<file path="src/hw/rtl/pal_pkg.sv">
package pal_pkg;

   // List capacity and the widths that follow from it.
   localparam int DEPTH  = 64;
   localparam int ADDR_W = $clog2(DEPTH);
   localparam int CNT_W  = $clog2(DEPTH + 1);

   // Field widths of the request and the result.
   localparam int FUNC_W   = 2;
   localparam int POS_W    = 7;
   localparam int DATA_W   = 32;
   localparam int STATUS_W = 3;

   // Width used to compare positions against the entry count without overflow.
   localparam int CMP_W = ((POS_W > CNT_W) ? POS_W : CNT_W) + 1;

   // Packed stream widths, rounded up to whole bytes.
   localparam int REQ_BITS = FUNC_W + POS_W + DATA_W;
   localparam int REQ_W    = ((REQ_BITS + 7) / 8) * 8;
   localparam int RSP_BITS = STATUS_W + DATA_W;
   localparam int RSP_W    = ((RSP_BITS + 7) / 8) * 8;

   typedef enum logic [FUNC_W-1:0] {
      FUNC_INSERT = 2'd0,
      FUNC_DELETE = 2'd1,
      FUNC_DUMP   = 2'd2
   } func_type;

   typedef enum logic [STATUS_W-1:0] {
      STAT_DONE    = 3'd0,
      STAT_FULL    = 3'd1,
      STAT_EMPTY   = 3'd2,
      STAT_INVALID = 3'd3,
      STAT_ENTRY   = 3'd4
   } status_type;

   typedef enum logic [2:0] {
      S_IDLE,
      S_CHECK,
      S_SH_RD,
      S_SH_WR,
      S_PUT,
      S_RESP,
      S_DUMP_RD,
      S_DUMP_OUT
   } state_type;

endpackage

</file>
<file path="src/hw/rtl/pal_ram.sv">
module pal_ram #(
   parameter int WIDTH = 32,
   parameter int DEPTH = 64
) (
   input  logic                     clock,
   input  logic                     wr_en,
   input  logic [$clog2(DEPTH)-1:0] wr_addr,
   input  logic [WIDTH-1:0]         wr_data,
   input  logic [$clog2(DEPTH)-1:0] rd_addr,
   output logic [WIDTH-1:0]         rd_data
);

   logic [WIDTH-1:0] mem_ff [DEPTH];
   logic [WIDTH-1:0] rd_data_ff;

   always_ff @(posedge clock) begin
      if (wr_en) begin
         mem_ff[wr_addr] <= wr_data;
      end
      rd_data_ff <= mem_ff[rd_addr];
   end

   assign rd_data = rd_data_ff;

endmodule

</file>
<file path="src/hw/rtl/positional_array_list.sv">
// Ordered list of up to DEPTH signed 32-bit values held in a single-port-write,
// registered-read RAM, with a count of valid entries. A request carries func
// (insert, delete or dump), a 1-based position and a value. An insert at
// position p (1 to count+1) moves entries p..count up by one and stores the
// value; a delete at p (1 to count) moves entries p+1..count down by one. Each
// moved entry is read from its neighbor slot in one state and written in the
// next, once the RAM's registered read data is back. A stalled output holds
// the sequencer in its result state until the register frees. A dump returns
// every entry in order, reading the next one only once the last has gone into
// the output register, with tlast on the final one. A dump of an empty list and
// every other request yield exactly one result with tlast set: status done,
// full, empty or invalid position (unused func code 3 counts as invalid). The
// block takes one request at a time and accepts a new one as soon as its
// sequencer is idle, even while the last result still waits in the output
// register. The list RAM is not cleared at reset; only entries below the count
// are read.
module positional_array_list (
   input  logic                       clock,
   input  logic                       reset,
   // Request stream.
   input  logic                       req_tvalid,
   output logic                       req_tready,
   // req_tdata fields from bit 0: func[1:0], position[8:2], new_value[40:9].
   input  logic [pal_pkg::REQ_W-1:0]  req_tdata,
   // Result stream.
   output logic                       rsp_tvalid,
   input  logic                       rsp_tready,
   // rsp_tdata fields from bit 0: status[2:0], entry_value[34:3].
   output logic [pal_pkg::RSP_W-1:0]  rsp_tdata,
   output logic                       rsp_tlast
);

   import pal_pkg::*;

   // Sequencer state and the captured request.
   state_type           state_ff, state_in;
   logic [FUNC_W-1:0]   func_ff, func_in;
   logic [POS_W-1:0]    pos_ff, pos_in;
   logic [DATA_W-1:0]   val_ff, val_in;

   // List bookkeeping and the shared walking index.
   logic [CNT_W-1:0]    count_ff, count_in;
   logic [ADDR_W-1:0]   idx_ff, idx_in;
   status_type          status_ff, status_in;

   // Output register.
   logic                rsp_valid_ff, rsp_valid_in;
   status_type          rsp_status_ff, rsp_status_in;
   logic [DATA_W-1:0]   rsp_value_ff, rsp_value_in;
   logic                rsp_last_ff, rsp_last_in;
   logic                rsp_load;

   // RAM port.
   logic                ram_we;
   logic [ADDR_W-1:0]   ram_waddr;
   logic [DATA_W-1:0]   ram_wdata;
   logic [ADDR_W-1:0]   ram_raddr;
   logic [DATA_W-1:0]   ram_rdata;

   // Decisions shared by the next-state and output logic.
   logic [CMP_W-1:0]    pos_x, count_x, idx_x;
   logic                req_accept, out_free, is_insert;
   logic                list_full, list_empty, ins_bad, del_bad;
   logic                ins_no_shift, del_no_shift, ins_stop, del_stop, dump_last;

   pal_ram #(
      .WIDTH (DATA_W),
      .DEPTH (DEPTH)
   ) u_ram (
      .clock   (clock),
      .wr_en   (ram_we),
      .wr_addr (ram_waddr),
      .wr_data (ram_wdata),
      .rd_addr (ram_raddr),
      .rd_data (ram_rdata)
   );

   assign req_tready = (state_ff == S_IDLE);
   assign req_accept = req_tvalid && req_tready;
   assign out_free   = !rsp_valid_ff || rsp_tready;
   assign is_insert  = (func_ff == FUNC_INSERT);

   assign pos_x   = CMP_W'(pos_ff);
   assign count_x = CMP_W'(count_ff);
   assign idx_x   = CMP_W'(idx_ff);

   assign list_full    = (count_x == CMP_W'(DEPTH));
   assign list_empty   = (count_ff == '0);
   assign ins_bad      = (pos_ff == '0) || (pos_x > count_x + CMP_W'(1));
   assign del_bad      = (pos_ff == '0) || (pos_x > count_x);
   assign ins_no_shift = (pos_x == count_x + CMP_W'(1));
   assign del_no_shift = (pos_x == count_x);
   assign ins_stop     = (idx_x == pos_x);
   assign del_stop     = (idx_x + CMP_W'(2) == count_x);
   assign dump_last    = (idx_x + CMP_W'(1) == count_x);

   // Next-state logic.
   always_comb begin
      state_in = state_ff;
      unique case (state_ff)
         S_IDLE: begin
            if (req_accept) begin
               state_in = S_CHECK;
            end
         end
         S_CHECK: begin
            case (func_ff)
               FUNC_INSERT: begin
                  if (list_full || ins_bad) begin
                     state_in = S_RESP;
                  end else if (ins_no_shift) begin
                     state_in = S_PUT;
                  end else begin
                     state_in = S_SH_RD;
                  end
               end
               FUNC_DELETE: begin
                  if (list_empty || del_bad || del_no_shift) begin
                     state_in = S_RESP;
                  end else begin
                     state_in = S_SH_RD;
                  end
               end
               FUNC_DUMP: begin
                  state_in = list_empty ? S_RESP : S_DUMP_RD;
               end
               default: begin
                  state_in = S_RESP;
               end
            endcase
         end
         S_SH_RD: begin
            state_in = S_SH_WR;
         end
         S_SH_WR: begin
            if (is_insert) begin
               state_in = ins_stop ? S_PUT : S_SH_RD;
            end else begin
               state_in = del_stop ? S_RESP : S_SH_RD;
            end
         end
         S_PUT: begin
            state_in = S_RESP;
         end
         S_RESP: begin
            if (out_free) begin
               state_in = S_IDLE;
            end
         end
         S_DUMP_RD: begin
            state_in = S_DUMP_OUT;
         end
         S_DUMP_OUT: begin
            if (out_free) begin
               state_in = dump_last ? S_IDLE : S_DUMP_RD;
            end
         end
         default: begin
            state_in = S_IDLE;
         end
      endcase
   end

   // Datapath control: request capture, index walk, RAM port, result load.
   always_comb begin
      func_in       = func_ff;
      pos_in        = pos_ff;
      val_in        = val_ff;
      count_in      = count_ff;
      idx_in        = idx_ff;
      status_in     = status_ff;
      ram_we        = 1'b0;
      ram_waddr     = idx_ff;
      ram_wdata     = ram_rdata;
      ram_raddr     = idx_ff;
      rsp_load      = 1'b0;
      rsp_status_in = rsp_status_ff;
      rsp_value_in  = rsp_value_ff;
      rsp_last_in   = rsp_last_ff;

      unique case (state_ff)
         S_IDLE: begin
            if (req_accept) begin
               func_in = req_tdata[FUNC_W-1:0];
               pos_in  = req_tdata[FUNC_W+POS_W-1:FUNC_W];
               val_in  = req_tdata[REQ_BITS-1:FUNC_W+POS_W];
            end
         end
         S_CHECK: begin
            case (func_ff)
               FUNC_INSERT: begin
                  if (list_full) begin
                     status_in = STAT_FULL;
                  end else if (ins_bad) begin
                     status_in = STAT_INVALID;
                  end else begin
                     // Walk down from the first free slot.
                     idx_in = ADDR_W'(count_ff);
                  end
               end
               FUNC_DELETE: begin
                  if (list_empty) begin
                     status_in = STAT_EMPTY;
                  end else if (del_bad) begin
                     status_in = STAT_INVALID;
                  end else if (del_no_shift) begin
                     // Removing the tail entry needs no moves.
                     status_in = STAT_DONE;
                     count_in  = count_ff - CNT_W'(1);
                  end else begin
                     idx_in = ADDR_W'(pos_ff - POS_W'(1));
                  end
               end
               FUNC_DUMP: begin
                  status_in = STAT_EMPTY;
                  idx_in    = '0;
               end
               default: begin
                  status_in = STAT_INVALID;
               end
            endcase
         end
         S_SH_RD: begin
            // Fetch the neighbor that moves into slot idx.
            ram_raddr = is_insert ? (idx_ff - ADDR_W'(1)) : (idx_ff + ADDR_W'(1));
         end
         S_SH_WR: begin
            ram_we    = 1'b1;
            ram_waddr = idx_ff;
            ram_wdata = ram_rdata;
            if (is_insert) begin
               idx_in = idx_ff - ADDR_W'(1);
            end else if (del_stop) begin
               status_in = STAT_DONE;
               count_in  = count_ff - CNT_W'(1);
            end else begin
               idx_in = idx_ff + ADDR_W'(1);
            end
         end
         S_PUT: begin
            ram_we    = 1'b1;
            ram_waddr = ADDR_W'(pos_ff - POS_W'(1));
            ram_wdata = val_ff;
            count_in  = count_ff + CNT_W'(1);
            status_in = STAT_DONE;
         end
         S_RESP: begin
            if (out_free) begin
               rsp_load      = 1'b1;
               rsp_status_in = status_ff;
               rsp_value_in  = '0;
               rsp_last_in   = 1'b1;
            end
         end
         S_DUMP_RD: begin
            ram_raddr = idx_ff;
         end
         S_DUMP_OUT: begin
            // Address held so the read data stays put while the output stalls.
            ram_raddr = idx_ff;
            if (out_free) begin
               rsp_load      = 1'b1;
               rsp_status_in = STAT_ENTRY;
               rsp_value_in  = ram_rdata;
               rsp_last_in   = dump_last;
               idx_in        = idx_ff + ADDR_W'(1);
            end
         end
         default: begin
            status_in = status_ff;
         end
      endcase
   end

   always_comb begin
      if (rsp_load) begin
         rsp_valid_in = 1'b1;
      end else if (rsp_tready) begin
         rsp_valid_in = 1'b0;
      end else begin
         rsp_valid_in = rsp_valid_ff;
      end
   end

   // Control state.
   always_ff @(posedge clock) begin
      if (reset) begin
         state_ff     <= S_IDLE;
         count_ff     <= '0;
         rsp_valid_ff <= 1'b0;
      end else begin
         state_ff     <= state_in;
         count_ff     <= count_in;
         rsp_valid_ff <= rsp_valid_in;
      end
   end

   // Payload registers.
   always_ff @(posedge clock) begin
      func_ff       <= func_in;
      pos_ff        <= pos_in;
      val_ff        <= val_in;
      idx_ff        <= idx_in;
      status_ff     <= status_in;
      rsp_status_ff <= rsp_status_in;
      rsp_value_ff  <= rsp_value_in;
      rsp_last_ff   <= rsp_last_in;
   end

   assign rsp_tvalid = rsp_valid_ff;
   assign rsp_tdata  = RSP_W'({rsp_value_ff, rsp_status_ff});
   assign rsp_tlast  = rsp_last_ff;

   // The entry count never passes the capacity.
   a_count_bound: assert property (@(posedge clock) disable iff (reset)
      count_x <= CMP_W'(DEPTH))
      else $error("entry count above capacity");

   // Storing a new value grows the list by exactly one entry.
   a_put_grows: assert property (@(posedge clock) disable iff (reset)
      (state_ff == S_PUT) |=> (count_ff == $past(count_ff) + CNT_W'(1)))
      else $error("insert did not grow the list by one");

   // A dump only reads the list; it never writes the RAM.
   a_dump_no_write: assert property (@(posedge clock) disable iff (reset)
      ((state_ff == S_DUMP_RD) || (state_ff == S_DUMP_OUT)) |-> !ram_we)
      else $error("RAM written during a dump");

   // A new result is loaded only when the output register can take it.
   a_no_overrun: assert property (@(posedge clock) disable iff (reset)
      (rsp_valid_ff && !rsp_tready) |=> (rsp_status_ff == $past(rsp_status_ff)))
      else $error("pending result overwritten");

endmodule
</file>
<file path="config.mk">
export PLATFORM = sky130hd
export DESIGN_NAME = positional_array_list
export DESIGN_NICKNAME = d
export VERILOG_FILES = /design/src/hw/rtl/pal_pkg.sv /design/src/hw/rtl/pal_ram.sv /design/src/hw/rtl/positional_array_list.sv
export SDC_FILE = /design/constraint.sdc
export NUM_CORES = 2
export LEC_CHECK = 0
export ABC_CLOCK_PERIOD_IN_PS = 5900
export BUFFER_PORTS_ARGS = -buffer_cell sky130_fd_sc_hd__buf_4
export CORE_MARGIN = 5
export CORE_UTILIZATION = 50
export DETAILED_ROUTE_END_ITERATION = 10
export PLACE_DENSITY_LB_ADDON = 0.08
export SLEW_MARGIN = 20
export SYNTH_ARGS = -nofsm -noshare
export SYNTH_HDL_FRONTEND = slang
export SYNTH_HIERARCHICAL = 1
export SYNTH_SLANG_ARGS = --single-unit
</file>
<file path="constraint.sdc">
create_clock -name clock -period 5.9 [get_ports clock]
set_input_delay 1.18 -clock clock [delete_from_list [all_inputs] [get_ports clock]]
set_output_delay 1.18 -clock clock [all_outputs]
set_load 0.01 [all_outputs]
</file>
# Word level (Yosys, flattened, before mapping)
# Memory sizes are Yosys's and may differ from the RTL's. A register that Yosys moved wholly into a read port is not among the register bits.
# Index checks and enable logic that the tools add are counted.
# Widths: inputs -> output; s select.
[op_classes]
n_mux = 59
addsub = 8
shift = 0
magnitude_cmp = 2
n_eq_ne = 33
n_bitwise = 0
multipliers = 0
div_mod_pow = 0
n_reduce_logical = 24
[op_table]
columns = ["operator", "n"]
rows = [
  ["$mux 32", 3],
  ["$mux 6", 11],
  ["$pmux 32 s2", 1],
  ["$mux 3", 19],
  ["$mux 7", 6],
  ["$pmux 6 s3", 2],
  ["$pmux 3 s3", 3],
  ["$pmux 3 s8", 1],
  ["$eq 7x7->1", 3],
  ["$pmux 7 s3", 1],
  ["$ne 3x3->1 const B", 6],
  ["$ne 2x2->1 const B", 8],
  ["$logic_not 7->1", 2],
  ["$eq 3x3->1 const B", 4],
  ["$sub 6x1->6 const B", 2],
  ["$mux 1", 9],
  ["$reduce_and 9->1", 1],
  ["$add 7x1->8 const B", 1],
  ["$eq 7x8->1", 1],
  ["$gt 7x8->1", 1],
  ["$add 6x1->7 const B", 1],
  ["$add 6x2->7 const B", 1],
  ["$add 7x1->7 const B", 1],
  ["$eq 6x7->1", 1],
  ["27 further kinds", 37],
]
[totals]
n_memories = 1
output_inout_bits = 43
register_bits = 97
mem_bits_rw = 2048
rom_bits = 0
latch_bits = 0
input_bits = 52
[memory_table]
columns = ["memory", "depth", "word_bits", "read_ports", "rd_ports_with_merged_regs", "write_ports", "line_no", "source"]
rows = [
  ["u_ram.mem_ff", 64, 32, 1, 1, 1, "pal_ram.sv:13", "logic [WIDTH-1:0] mem_ff [DEPTH];"],
]

# Longest topological paths before layout
[depth]
word_depth = 7
ltp_mapped = 16

# By module
# Netlist, hierarchy kept.
[by_module_without_submodules]
columns = ["mod", "instances", "seq_area_each_um2", "cells_per_inst", "area_per_inst_um2"]
rows = [
  ["pal_ram", 1, 62139.6, 3324, 78515.3],
  ["positional_array_list", 1, 2772.7, 607, 5854.4],
]

# Worst setup path before layout
# OpenSTA, ideal clock, no wires.
[synth_path]
path_kind = "register to register"
from = "register state_ff[0]"
to = "memory u_ram.mem_ff[49][0] (enable)"
setup_slack_ps = 1485
setup_time_ps = 461
t_required_ps = 5439
path_buffers = 2
arrival_ps = 3955
stages_incl_launch_ff = 9
path_cell_list = "dfxtp_1 > nor2_1 > and2_1 > clkbuf_1 > inv_2 > clkbuf_1 > o21ai_0 > nand4_1 > nor3_1"
[synth_between]
elab_cells_between_ends = 7
classes_between = "eq/ne (2); mux (4); reduce/logical (1)"
[synth_rtl]
columns = ["element", "line_no", "source"]
rows = [
  ["start: declaration", "positional_array_list.sv:36", "state_type state_ff, state_in;"],
  ["start signal: assignment", "positional_array_list.sv:292", "state_ff <= state_in;"],
  ["$eq 3x3->1", "positional_array_list.sv:181", "unique case (state_ff)"],
  ["$mux 6", "positional_array_list.sv:181", ""],
  ["via ram_waddr[0]", "positional_array_list.sv:55", "logic [ADDR_W-1:0] ram_waddr;"],
  ["end: declaration", "pal_ram.sv:13", ""],
]
# The timed path passes the listed nets, and every way through them passes these cells.

# Worst setup path in the final report
[layout_path]
from = "register state_ff[0]"
to = "memory u_ram.mem_ff[46][30] (enable)"
[layout_between]
elab_chain_cells = 5
elab_cells_between_ends = 7
classes_between = "eq/ne (2); mux (4); reduce/logical (1)"
[layout_lines]
columns = ["element", "line_no", "source"]
rows = [
  ["$eq 3x2->1 or $eq 3x3->1 (tied branches)", "positional_array_list.sv:181", ""],
  ["$reduce_or 2->1 (no source line) *", "-", ""],
  ["$mux 1 *", "positional_array_list.sv:181", ""],
  ["via ram_we", "positional_array_list.sv:54", "logic ram_we;"],
  ["$mux 1 *", "pal_ram.sv:17", "if (wr_en) begin"],
  ["$mux 1 (implied by the code) *", "pal_ram.sv:18", "mem_ff[wr_addr] <= wr_data;"],
]
# The timed path passes the listed nets; every way through them passes the cells marked *.

==> flow_summary_export.csv <==
group,metric,value,unit
timing,rsz0062_at_grt,"false",
synth,ys_warn_count,6,
critical_path,cp.arrival,5.23,ns
cts,ctsLongestPathBuffers,3,
synth,synth_fa_ha_area_share,0.498,%
cts,cts_max_level,4,
synth,yosys.area.top_type,"edfxtp_1",
critical_path,critPathMaxFanout,21,
critical_path,cp_slowest_cell,"nor2_4",
pwr,ir_worst_vdd,0.000451,V
critical_path,reg2reg_slack,1.20,ns
synth,synthXorXnorAreaFrac,0.414,%
cts,clock_sinks,2176,
synth,synth-compound-area-share,2.37,%
synth,synthArstFlopShare,0,%
grt,antenna_found_initial,8,
placed_design,dp_hpwl,129000,µm
floorplan,core_area,0.167,mm²
placed_design,io_buffers,82,
grt,grt_use_met3,3.70,%
critical_path,crit_path_frequent_cell,"nor2_1",
synth,ys.flop_type,"edfxtp_1",
floorplan,die_y,421,µm
routing,vias,41400,
critical_path,path_buf_inv,2,
critical_path,crit_type,"flip-flop to flip-flop",
floorplan,die_area,0.177,mm²
pwr,total_power,48.8,mW
grt,grt_start_max_net_pins,95,
synth,synth-edff-count,2133,
synth,netlist_area,0.0844,mm²
routing,drc,0,
final_layout,fin_nets,4282,
pwr,pwr_density_cell,509,mW/mm²
routing,drt-initial-drc-count,5099,
job,cap_violations,0,
floorplan,row_count,150,
timing,min_period_over_period,79.6,%
critical_path,start_kind,"flip-flop",
synth,synthSimpleGateAreaFrac,2.73,%
synth,synth.avg_cell_area,21.5,µm²
placed_design,dp.cells,6179,
final_layout,mostFrequentLayoutCell,"edfxtp_1",
timing,worstMarginPinSlew,1.17,ns
synth,synth-seq-cells,2176,
final_layout,layout_common_cells,"edfxtp_1 (2133), mux4_2 (544), buf_4 (237), clkbuf_16 (223), nand2_1 (131)",
cts,cts.clk_slew.worst_paths,0.06,ns
final_layout,drive_above_1_share,28.1,%
final_layout,area_growth,13.5,%
run_status,outcome,"finished clean",
synth,synth_top_family_by_area,"multiplexers",
grt,track_usage,25.3,%
final_layout,fin_cells,6588,
synth,synth_cells,3931,
critical_path,cp_cell_sequence,"nand2b_1 > nor2_1 > nor2_1 > inv_1 > nor2b_1 > nand3_1 > nor2_4 > buf_4",
cts,cts_made_buffers,220,
timing,finalMaxSlewViolations,0,
timing,skew,0.0292,ns
grt,grt_pass1_vias,41300,
cts,cts_root_buf,"clkbuf_16",
grt,busiest_layer,"met2",
timing,hold_viol,0,
critical_path,critPathMaxStageDelay,1.16,ns
cts,hold_buffers,0,
cts,postCtsSetupBuffers,0,
timing,fin_setup_tns,0,ns
routing,ant_nets,0,
routing,vias_per_cell,6.29,
placed_design,gp_congestion,0.861,
synth,yosys-top-cells-area,"edfxtp_1 (76%), mux4_2 (15%), mux2i_1 (1.1%)",
critical_path,cp_top_family,"simple AND/OR/NAND/NOR gates",
timing,fmax,213,MHz
routing,post_drt_wl_per_cell,33.7,µm
floorplan,initial_core_util,50.4,%
synth,synth-seq-area-share,76.9,%
pwr,leakagePower,30.2,nW
critical_path,end_kind,"flip-flop",
synth,yosysUniqueCellTypes,73,
grt,met2_usage,38.7,%
routing,drt-total-wl,222000,µm
worst_hold_path,min_path_type,"input pin to flip-flop",
timing,relSlewSlack,21.8,%
cts,cts_resized,0,
grt,grt_pass1_wl,314000,µm
grt,gr-usage-met1,38.3,%
cts,cts_tree,"built",
synth,synthMuxAreaShare,15.7,%
timing,setup_viol,0,
floorplan,io_pins,95,
cts,clock_latency,0.84,ns
routing,firstDrtPassIters,6,
critical_path,required,6.43,ns
grt,overflow,0,
synth,synth_top_area_share,75.9,%
timing,fin_crit,4.70,ns
floorplan,die_w,421,µm
==> state kept, by name, summed over array words and instances (netlist names) <==
| register | count |
|---|---|
| state_ff | 3 |
| idx_ff | 6 |
| rsp_value_ff | 32 |
| u_ram/rd_data | 32 |
| val_ff | 32 |
| pos_ff | 7 |
| rsp_tlast | 1 |
| status_ff | 2 |
| rsp_status_ff | 3 |
| rsp_tvalid | 1 |
| count_ff | 7 |
| u_ram/mem_ff | 2048 |
| func_ff | 2 |
==> final timing paths <==
kind / start / endpoint / cells after the start
worst max-delay path: state_ff[0] / u_ram/mem_ff[46][30] / 8
worst min-delay path: req_tdata[1] / func_ff[1] / 1
worst min register to register: status_ff[1] / rsp_status_ff[1] / 1
worst max register to register: state_ff[0] / u_ram/mem_ff[46][30] / 8
==> through the flow <==
stage / utilization [%] / setup slack [ns] / hold slack [ns] / cell area [µm²]
4_1_cts: 57.2 / 1.26 / 0.437 / 95800
6_report: 57.2 / 1.20 / 0.508 / 95800
2_1_floorplan: - / 1.48 / 0.497 / 84400
3_3_place_gp: 53.1 / 1.22 / 0.507 / 88900
5_1_grt: 57.2 / 1.04 / 0.464 / 95800
3_5_place_dp: 53.1 / 1.30 / 0.510 / 88900
==> cells in the mapped netlist, drive strengths merged, types with 7 or more instances <==
cell / count
xor2: 14
nand2: 163
ha: 32
nor4: 7
mux2i: 96
nor2: 156
nand3: 24
o21ai: 26
xnor2: 25
dfxtp: 43
clkbuf: 90
o221ai: 30
a21oi: 82
buf: 128
a22oi: 12
edfxtp: 2133
mux4: 544
nor2b: 18
o22ai: 88
nand4: 9
a311oi: 9
and2: 40
inv: 26
nand2b: 12
nor3: 24
==> cell families after synthesis <==
family	Yosys count
multiplexers	641
XOR/XNOR	39
buffers and inverters	244
AO/OA/AOI/OAI	303
flip-flops	2176
adder cells (fa/ha/maj)	33
other	1
AND/OR/NAND/NOR	494
==> layout make-up <==
cell class	count	area (µm²)
Multi-Input combinational cell	1515	18900
Clock inverter	120	951
Tap cell	2204	2760
Antenna cell	4	10.0
Timing Repair Buffer	258	2200
Clock buffer	285	5910
Sequential cell	2176	64900
Inverter	26	97.6
Fill cell	12300	71600
==> report_power, final <==
part / leakage [nW] / total (mW) / switching, mW / internal (mW)
combinational: 7.26 / 14.8 / 9.96 / 4.88
sequential: 19.6 / 20.6 / 0.350 / 20.3
clock: 3.36 / 13.3 / 5.79 / 7.53
total: 30.2 / 48.8 / 16.1 / 32.7
==> per-layer routing <==
layer | up-vias | part of all wire (%)
li1 | 17000 | -
met1 | 22500 | 43
met2 | 1610 | 46
met3 | 295 | 7.3
met4 | 0 | 3.5
met5 | - | 0
Power figures use the tool's default switching activity.
